**config.mk**
```make
export PLATFORM = sky130hd
export DESIGN_NAME = masked_byte_pattern_scanner_top
export DESIGN_NICKNAME = d
export VERILOG_FILES = /design/src/rtl/mbps_pkg.sv /design/src/rtl/mbps_front.sv /design/src/rtl/mbps_evq.sv /design/src/rtl/mbps_back.sv /design/src/rtl/masked_byte_pattern_scanner_top.sv
export SDC_FILE = /design/constraint.sdc
export NUM_CORES = 2
export LEC_CHECK = 0
export BUFFER_PORTS_ARGS = -buffer_cell sky130_fd_sc_hd__buf_2
export CELL_PAD_IN_SITES_DETAIL_PLACEMENT = 1
export CELL_PAD_IN_SITES_GLOBAL_PLACEMENT = 1
export CORE_ASPECT_RATIO = 0.75
export CORE_UTILIZATION = 56
export DETAILED_ROUTE_END_ITERATION = 6
export GPL_TIMING_DRIVEN = 0
export PLACE_DENSITY_LB_ADDON = 0.1
export SLEW_MARGIN = 0
export SYNTH_ARGS = -nofsm -noshare
export SYNTH_HDL_FRONTEND = slang
export SYNTH_HIERARCHICAL = 1
export SYNTH_SLANG_ARGS = --single-unit
```
**constraint.sdc**
```tcl
create_clock -name i_clk -period 24.1 [get_ports i_clk]
set_clock_uncertainty 0.05 [all_clocks]
set_input_delay 4.82 -clock i_clk [delete_from_list [all_inputs] [get_ports i_clk]]
set_output_delay 4.82 -clock i_clk [all_outputs]
set_load 0.02 [all_outputs]
```
**src/rtl/mbps_pkg.sv**
```systemverilog
// Shared types and constants for the masked byte pattern scanner.
`default_nettype none
package mbps_pkg;

    localparam int PAT_BYTES = 16;
    localparam int LEN_W     = 5;
    localparam int CNT_W     = 32;
    localparam int CFG_IDX_W = 3;
    localparam int CFG_DAT_W = 64;
    localparam int EVQ_DEPTH = 4;
    localparam int EVQ_PTR_W = 2;
    localparam int EVQ_CNT_W = 3;

    localparam logic [CFG_IDX_W-1:0] CFG_PAT_LO     = 3'd0;
    localparam logic [CFG_IDX_W-1:0] CFG_PAT_HI     = 3'd1;
    localparam logic [CFG_IDX_W-1:0] CFG_CARE_MASK  = 3'd2;
    localparam logic [CFG_IDX_W-1:0] CFG_PAT_LEN    = 3'd3;
    localparam logic [CFG_IDX_W-1:0] CFG_REPORT_ALL = 3'd4;
    localparam logic [CFG_IDX_W-1:0] CFG_MAX_REP    = 3'd5;

    localparam logic KIND_REPORT  = 1'b0;
    localparam logic KIND_SUMMARY = 1'b1;

    localparam logic [CNT_W-1:0] COUNT_MAX = '1;

    // result stage: first result of an event, or the summary held back behind a report
    typedef enum logic {
        BK_FIRST,
        BK_SUMMARY
    } t_back_state;

    typedef struct packed {
        logic [7:0] data_byte;
        logic       end_of_image;
    } t_in;

    typedef struct packed {
        logic             kind;
        logic [CNT_W-1:0] match_offset;
        logic [CNT_W-1:0] match_count;
        logic             found;
        logic             last_of_run;
    } t_out;

    // one classified byte: an optional match report and an optional summary
    typedef struct packed {
        logic             report;
        logic             eoi;
        logic [CNT_W-1:0] rep_offset;
        logic [CNT_W-1:0] sum_offset;
        logic [CNT_W-1:0] count;
        logic             found;
    } t_event;

endpackage
`default_nettype wire

```
**src/rtl/mbps_front.sv**
```systemverilog
// Front end: config registers, byte window, masked compare and match counters.
`default_nettype none
module mbps_front
    import mbps_pkg::*;
#(
    parameter int MAX_PATTERN = 16,
    parameter int OFFSET_BITS = 32
) (
    input  wire logic                 i_clk,
    input  wire logic                 i_rst_n,
    input  wire logic                 i_cfg_valid,
    input  wire logic [CFG_IDX_W-1:0] i_cfg_index,
    input  wire logic [CFG_DAT_W-1:0] i_cfg_data,
    input  wire logic                 i_push,
    input  wire t_in                  i_item,
    output logic                      o_full,
    input  wire logic [EVQ_CNT_W-1:0] i_q_count,
    output logic                      o_ev_valid,
    output t_event                    o_ev
);

    localparam int WIN_W = MAX_PATTERN * 8;

    logic [PAT_BYTES*8-1:0] r_pattern;
    logic [PAT_BYTES-1:0]   r_care;
    logic [LEN_W-1:0]       r_len;
    logic                   r_report_all;
    logic [CNT_W-1:0]       r_max;

    logic [WIN_W-1:0]       r_window, n_window;
    logic [LEN_W-1:0]       r_fill, n_fill;
    logic [OFFSET_BITS-1:0] r_pos, n_pos;
    logic                   r_restart;

    logic                   r_b_valid;
    logic                   r_b_eoi;
    logic [OFFSET_BITS-1:0] r_b_pos;

    logic [CNT_W-1:0]       r_count;
    logic                   r_found;
    logic [CNT_W-1:0]       r_first;

    logic                   accept;
    logic [EVQ_CNT_W:0]     pending;
    logic [MAX_PATTERN-1:0] age_ok;
    logic                   len_ok;
    logic                   match;
    logic [OFFSET_BITS-1:0] start;
    logic [OFFSET_BITS+CNT_W-1:0] start_ext;
    logic [CNT_W-1:0]       start32;
    logic [CNT_W-1:0]       count_upd;
    logic                   found_upd;
    logic [CNT_W-1:0]       first_upd;
    logic                   report;

    always_ff @(posedge i_clk) begin
        if (!i_rst_n) begin
            r_pattern    <= '0;
            r_care       <= '0;
            r_len        <= '0;
            r_report_all <= 1'b1;
            r_max        <= COUNT_MAX;
        end else if (i_cfg_valid) begin
            unique case (i_cfg_index)
                CFG_PAT_LO:     r_pattern[63:0]   <= i_cfg_data;
                CFG_PAT_HI:     r_pattern[127:64] <= i_cfg_data;
                CFG_CARE_MASK:  r_care            <= i_cfg_data[PAT_BYTES-1:0];
                CFG_PAT_LEN:    r_len             <= i_cfg_data[LEN_W-1:0];
                CFG_REPORT_ALL: r_report_all      <= i_cfg_data[0];
                CFG_MAX_REP:    r_max             <= i_cfg_data[CNT_W-1:0];
                default: ;
            endcase
        end
    end

    // slots in flight: queued events plus the one in the compare stage
    assign pending = {1'b0, i_q_count} + {{EVQ_CNT_W{1'b0}}, r_b_valid};
    assign o_full  = pending >= (EVQ_CNT_W+1)'(EVQ_DEPTH);
    assign accept  = i_push && !o_full;

    always_comb begin
        logic [WIN_W-1:0]       base_win;
        logic [LEN_W-1:0]       base_fill;
        logic [OFFSET_BITS-1:0] base_pos;
        base_win  = r_restart ? '0 : r_window;
        base_fill = r_restart ? '0 : r_fill;
        base_pos  = r_restart ? '0 : r_pos;
        n_window  = WIN_W'({base_win, i_item.data_byte});
        n_fill    = (base_fill < LEN_W'(MAX_PATTERN)) ? base_fill + 5'd1 : base_fill;
        n_pos     = base_pos;
    end

    // stage A: shift the byte in
    always_ff @(posedge i_clk) begin
        if (!i_rst_n) begin
            r_window  <= '0;
            r_fill    <= '0;
            r_pos     <= '0;
            r_restart <= 1'b0;
            r_b_valid <= 1'b0;
        end else begin
            r_b_valid <= accept;
            if (accept) begin
                r_window  <= n_window;
                r_fill    <= n_fill;
                r_pos     <= n_pos + OFFSET_BITS'(1);
                r_restart <= i_item.end_of_image;
            end
        end
    end

    always_ff @(posedge i_clk) begin
        if (accept) begin
            r_b_eoi <= i_item.end_of_image;
            r_b_pos <= n_pos;
        end
    end

    // stage B: masked compare, newest byte at age 0
    for (genvar a = 0; a < MAX_PATTERN; a++) begin : g_age
        logic [LEN_W-1:0] idx5;
        logic [3:0]       idx;
        assign idx5     = r_len - LEN_W'(a) - 5'd1;
        assign idx      = idx5[3:0];
        assign age_ok[a] = (LEN_W'(a) >= r_len) || !r_care[idx]
                           || (r_window[8*a +: 8] == r_pattern[8*idx +: 8]);
    end

    assign len_ok = (r_len != '0) && (r_len <= LEN_W'(MAX_PATTERN)) && (r_fill >= r_len);
    assign match  = r_b_valid && len_ok && (&age_ok) && (r_report_all || !r_found);

    assign start     = r_b_pos - OFFSET_BITS'(r_len - 5'd1);
    assign start_ext = {{CNT_W{1'b0}}, start};
    assign start32   = start_ext[CNT_W-1:0];

    always_comb begin
        count_upd = r_count;
        found_upd = r_found;
        first_upd = r_first;
        if (match) begin
            if (r_count != COUNT_MAX) begin
                count_upd = r_count + 32'd1;
            end
            found_upd = 1'b1;
            if (!r_found) begin
                first_upd = start32;
            end
        end
    end

    assign report = match && (count_upd <= r_max);

    always_ff @(posedge i_clk) begin
        if (!i_rst_n) begin
            r_count <= '0;
            r_found <= 1'b0;
            r_first <= '0;
        end else if (r_b_valid) begin
            if (r_b_eoi) begin
                r_count <= '0;
                r_found <= 1'b0;
                r_first <= '0;
            end else begin
                r_count <= count_upd;
                r_found <= found_upd;
                r_first <= first_upd;
            end
        end
    end

    assign o_ev_valid    = r_b_valid && (report || r_b_eoi);
    assign o_ev.report     = report;
    assign o_ev.eoi        = r_b_eoi;
    assign o_ev.rep_offset = start32;
    assign o_ev.sum_offset = found_upd ? first_upd : '0;
    assign o_ev.count      = count_upd;
    assign o_ev.found      = found_upd;

endmodule
`default_nettype wire

```
**src/rtl/mbps_evq.sv**
```systemverilog
// Short event queue between the classifier and the result stage.
`default_nettype none
module mbps_evq
    import mbps_pkg::*;
(
    input  wire logic                 i_clk,
    input  wire logic                 i_rst_n,
    input  wire logic                 i_wr,
    input  wire t_event               i_wr_data,
    input  wire logic                 i_rd,
    output t_event                    o_rd_data,
    output logic                      o_nonempty,
    output logic [EVQ_CNT_W-1:0]      o_count
);

    t_event                 r_mem [EVQ_DEPTH];
    logic [EVQ_PTR_W-1:0]   r_wr_ptr;
    logic [EVQ_PTR_W-1:0]   r_rd_ptr;
    logic [EVQ_CNT_W-1:0]   r_count;

    always_ff @(posedge i_clk) begin
        if (i_wr) begin
            r_mem[r_wr_ptr] <= i_wr_data;
        end
    end

    always_ff @(posedge i_clk) begin
        if (!i_rst_n) begin
            r_wr_ptr <= '0;
            r_rd_ptr <= '0;
            r_count  <= '0;
        end else begin
            if (i_wr) begin
                r_wr_ptr <= r_wr_ptr + 2'd1;
            end
            if (i_rd) begin
                r_rd_ptr <= r_rd_ptr + 2'd1;
            end
            unique case ({i_wr, i_rd})
                2'b10:   r_count <= r_count + 3'd1;
                2'b01:   r_count <= r_count - 3'd1;
                default: r_count <= r_count;
            endcase
        end
    end

    assign o_rd_data  = r_mem[r_rd_ptr];
    assign o_nonempty = r_count != '0;
    assign o_count    = r_count;

endmodule
`default_nettype wire

```
**src/rtl/mbps_back.sv**
```systemverilog
// Back end: expands events into report and summary results in an output register.
`default_nettype none
module mbps_back
    import mbps_pkg::*;
(
    input  wire logic   i_clk,
    input  wire logic   i_rst_n,
    input  wire logic   i_ev_nonempty,
    input  wire t_event i_ev,
    output logic        o_ev_rd,
    input  wire logic   pop,
    output logic        empty,
    output t_out        o_result
);

    t_back_state r_phase, n_phase;
    logic        r_out_valid, n_out_valid;
    t_out        r_out, n_out;
    logic        load;

    assign load = !r_out_valid || pop;

    always_comb begin
        n_phase     = r_phase;
        n_out_valid = r_out_valid;
        n_out       = r_out;
        o_ev_rd     = 1'b0;
        if (load) begin
            n_out_valid = i_ev_nonempty;
            if (i_ev_nonempty) begin
                if (r_phase == BK_FIRST && i_ev.report) begin
                    n_out.kind         = KIND_REPORT;
                    n_out.match_offset = i_ev.rep_offset;
                    n_out.match_count  = i_ev.count;
                    n_out.found        = 1'b1;
                    n_out.last_of_run  = !i_ev.eoi;
                    if (i_ev.eoi) begin
                        n_phase = BK_SUMMARY;
                    end else begin
                        o_ev_rd = 1'b1;
                    end
                end else begin
                    n_out.kind         = KIND_SUMMARY;
                    n_out.match_offset = i_ev.sum_offset;
                    n_out.match_count  = i_ev.count;
                    n_out.found        = i_ev.found;
                    n_out.last_of_run  = 1'b1;
                    n_phase            = BK_FIRST;
                    o_ev_rd            = 1'b1;
                end
            end
        end
    end

    always_ff @(posedge i_clk) begin
        if (!i_rst_n) begin
            r_phase     <= BK_FIRST;
            r_out_valid <= 1'b0;
        end else begin
            r_phase     <= n_phase;
            r_out_valid <= n_out_valid;
        end
    end

    always_ff @(posedge i_clk) begin
        r_out <= n_out;
    end

    assign empty    = !r_out_valid;
    assign o_result = r_out;

endmodule
`default_nettype wire

```
**src/rtl/masked_byte_pattern_scanner_top.sv**
```systemverilog
// Masked byte pattern scanner: top level tying classifier, event queue and result stage.
//
// Takes one image byte per cycle through a push/full queue port and reports
// matches of a masked pattern of up to MAX_PATTERN bytes against the newest
// bytes of the image, overlapping matches included. An accepted byte is
// registered into the compare stage, its event is written into a four-entry
// queue, and the output register loads the result from there, after which
// it can be popped. Input rate is one byte per cycle while results are
// drained; full rises when the queue and the compare stage together hold
// four requests. A byte that yields both a match report and the end-of-image
// summary gives two results on the result port, the report before the
// summary. Configuration writes are always ready and take effect at once,
// so they must be issued only while no image byte is in flight.
`default_nettype none
module masked_byte_pattern_scanner_top
    import mbps_pkg::*;
#(
    parameter int MAX_PATTERN = 16,
    parameter int OFFSET_BITS = 32
) (
    input  wire logic                 i_clk,
    input  wire logic                 i_rst_n,
    input  wire logic                 push,
    output logic                      full,
    input  wire t_in                  i_item,
    output logic                      empty,
    input  wire logic                 pop,
    output t_out                      o_result,
    input  wire logic                 i_cfg_valid,
    output logic                      o_cfg_ready,
    input  wire logic [CFG_IDX_W-1:0] i_cfg_index,
    input  wire logic [CFG_DAT_W-1:0] i_cfg_data
);

    logic                 ev_valid;
    t_event               ev_wr;
    t_event               ev_rd;
    logic                 ev_rd_en;
    logic                 ev_nonempty;
    logic [EVQ_CNT_W-1:0] ev_count;

    assign o_cfg_ready = 1'b1;

    mbps_front #(
        .MAX_PATTERN (MAX_PATTERN),
        .OFFSET_BITS (OFFSET_BITS)
    ) u_front (
        .i_clk       (i_clk),
        .i_rst_n     (i_rst_n),
        .i_cfg_valid (i_cfg_valid),
        .i_cfg_index (i_cfg_index),
        .i_cfg_data  (i_cfg_data),
        .i_push      (push),
        .i_item      (i_item),
        .o_full      (full),
        .i_q_count   (ev_count),
        .o_ev_valid  (ev_valid),
        .o_ev        (ev_wr)
    );

    mbps_evq u_evq (
        .i_clk      (i_clk),
        .i_rst_n    (i_rst_n),
        .i_wr       (ev_valid),
        .i_wr_data  (ev_wr),
        .i_rd       (ev_rd_en),
        .o_rd_data  (ev_rd),
        .o_nonempty (ev_nonempty),
        .o_count    (ev_count)
    );

    mbps_back u_back (
        .i_clk         (i_clk),
        .i_rst_n       (i_rst_n),
        .i_ev_nonempty (ev_nonempty),
        .i_ev          (ev_rd),
        .o_ev_rd       (ev_rd_en),
        .pop           (pop),
        .empty         (empty),
        .o_result      (o_result)
    );

endmodule
`default_nettype wire

```
==> flow_summary.ini <==
[status]
status = finished clean

[pwr]
leakagePower_nw = 18.6
p_int_mw = 2.88
p_clk_frac = 0.347
vdd_drop_max_mv = 0.0668
power_frac_seq = 0.454
swShare = 0.302
p_sw_mw = 1.25
comb_power_share = 0.199
power_per_cell_area_nw_per_um2 = 77.9

[floorplanning]
row_count = 92
die_w_um = 338
core-area_um2 = 84000
initial_core_util = 0.566
design.die.area_um2 = 86100
die_y_um = 254
pin_count = 151

[synthesis]
yosysWarnings = 6
ys_seq_area_frac = 0.492
avgSynthCellArea_um2 = 12.7
syn_nets = 3921
yosysMostFrequentCell = nand2_1
synth_top_cell_by_area = edfxtp_1
ys_ff_latch = 921
synth_area_um2 = 47600
yosysUniqueCellTypes = 80
syn_inst = 3750
synthTopCellsByArea = edfxtp_1, mux4_2, dfxtp_1, nand2_1, mux2i_1
synth_top_cell_area_share = 0.313
synth_edf_count = 496
ys.flop_type = edfxtp_1
synthArstFlopShare = 0
synth_common_cells = nand2_1, edfxtp_1, dfxtp_1

[cts]
ctsHoldBuffers = 0
insertion_delay_ns = 0.68
cts_inserted_buffers = 88
cts_tree = done
numClockSinks = 921
post_cts_buffers = 0
clockBufferDepth = 3
clk_pin_slew_worst_paths_ns = 0.06
clock-root-buffer = clkbuf_16
cts_resized = 0
h-tree-depth = 3

[setup_path]
endpoint_kind = register
path_buf_inv = 12
critPathMaxFanout = 52
critPathLaunchType = register
crit_type = register to register
crit_required_ns = 24.37
cp_top_family = buffers and inverters
slowest_stage = buf_1
cpPeakStageDelay_ns = 0.98
cpMostUsedCell = buf_2
cp.arrival_ns = 14.70

[global_routing]
grt_use_total = 0.428
grt_pass1_wl_um = 262000
antenna_found_initial = 14
grt_pass1_vias = 36400
grt-ovfl-total = 0
grt_max_degree = 68

[sta]
tns_ns = 0
final_hold_viol_count = 0
rsz0062_at_grt = false
fin_crit_ns = 14.43
fin_crit_sh = 0.599
finalSetupViolCount = 0
fmax_ghz = 0.0693
tightest_slew_ns = 1.42
finalMaxSlewViolations = 0
relSlewSlack = 0.0559
fin_ws_ns = 9.67

[cells_and_area]
drive_gt1_frac = 0.198
syn_to_final_growth_pct = 11.3
nNetsFinal = 4169

[place]
dp_slack_ns = 10.47
dp.final_hpwl_um = 139000
io_buffers = 147
place_congestion = 1.13

[drt]
route.detailed.drc = 0
firstDrtPassIters = 6
ant_nets = 0
first_iter_violations = 4903
routed_wl_um = 186000
via_per_inst = 7.09
num_vias = 37000
routedWlPerCell_um = 35.7

[worst_hold_path]
hp-class = register to register

[run]
maxCapViolations = 0
[power by group through the flow]
stage	combinational, mW	clock (mW)	sequential [mW]
2_1_floorplan	0.422	0	1.97
3_3_place_gp	0.757	0	1.90
3_5_place_dp	0.798	0	1.90
4_1_cts	0.809	1.44	1.87
5_1_grt	0.858	1.49	1.88
6_report	0.822	1.43	1.87
[layer usage]
metal / global-route usage / vias up / share of wire
met4: 0.108 / 28 / 0.028
met3: 0.214 / 398 / 0.16
met5: 0.0773 / - / 0.0059
li1: - / 14700 / -
met1: 0.591 / 19100 / 0.39
met2: 0.589 / 2684 / 0.41
[worst register-to-register path: cells and delay by family (launching register included)]
| family | cells | cell delay (ns) |
|---|---|---|
| and+or+nand+nor | 8 | 2.33 |
| AOI/OAI and AO/OA | 10 | 2.49 |
| adders and majority gates | 2 | 0.78 |
| DFF | 1 | 0.45 |
| xor gates and xnor gates | 2 | 0.84 |
| muxes | 2 | 1.16 |
| buffers and inverters | 12 | 5.91 |
[path summary, 6_finish.rpt]
path | cells after the start | slack [ns] | start | end
setup / recovery | 36 | 9.67 | u_front/r_len[1] | u_evq/r_mem[1][45]
hold / removal | 2 | 0.42 | u_front/r_first[12] | u_front/r_first[12]
setup reg to reg | 36 | 9.67 | u_front/r_len[1] | u_evq/r_mem[1][45]
hold reg to reg | 2 | 0.42 | u_front/r_first[12] | u_front/r_first[12]
[cell type report]
class	instances	area (µm²)
multi-input combinational	2484	22600
inverter	89	344
antenna	13	32.5
clock inverter	40	394
buffer	256	1220
sequential	921	23400
timing repair buffer	158	953
tap	1128	1410
clock buffer	125	2540
fill	8222	31100
[registers in the layout, summed over array words and instances (netlist names), 16 cells and up, named ones only]
| register | cells |
|---|---|
| u_front/r_count | 32 |
| u_front/r_window | 128 |
| u_back/o_result | 67 |
| u_front/r_care | 16 |
| u_evq/r_mem | 396 |
| u_front/r_pos | 32 |
| u_front/r_first | 32 |
| u_front/r_max | 32 |
| u_front/r_b_pos | 32 |
| u_front/r_pattern | 128 |
[logic make-up (layout without fill, tap and decap cells)]
kind of cell	count (synthesis)	count (layout)	share of synthesized area
DFF	921	921	0.492
AOI/OAI and AO/OA	636	636	0.0977
muxes	536	536	0.215
xor gates and xnor gates	233	233	0.0431
other	1	14	0.0000789
adders and majority gates	91	91	0.0240
buffers and inverters	345	668	0.0329
and+or+nand+nor	987	987	0.0948
[stage by stage]
step	util	hold slack, ns	std cells	area, µm²	power, mW
after detailed placement	0.595	0.398	5036	50000	2.70
after global placement	0.591	0.383	5025	49700	2.66
final	0.630	0.422	5214	52900	4.13
after floorplan	-	0.375	3750	47600	2.39
after CTS	0.630	0.420	5201	52900	4.12
after global routing	0.630	0.450	5206	52900	4.23
[cell usage in the layout, fill, tap and decap left out, types with 76 or more instances in the layout]
cell       Yosys  layout
a21boi_0     160     160
a22o_1       136     136
buf_2         50     197
clkbuf_1     156     176
clkbuf_16      0      92
dfxtp_1      425     425
edfxtp_1     496     496
ha_1          89      89
inv_1         85      84
mux2i_1      140     140
mux4_2       389     389
nand2_1      603     603
o21ai_0       76      76
xnor2_1      156     154
(Power assumes the default switching activity.)
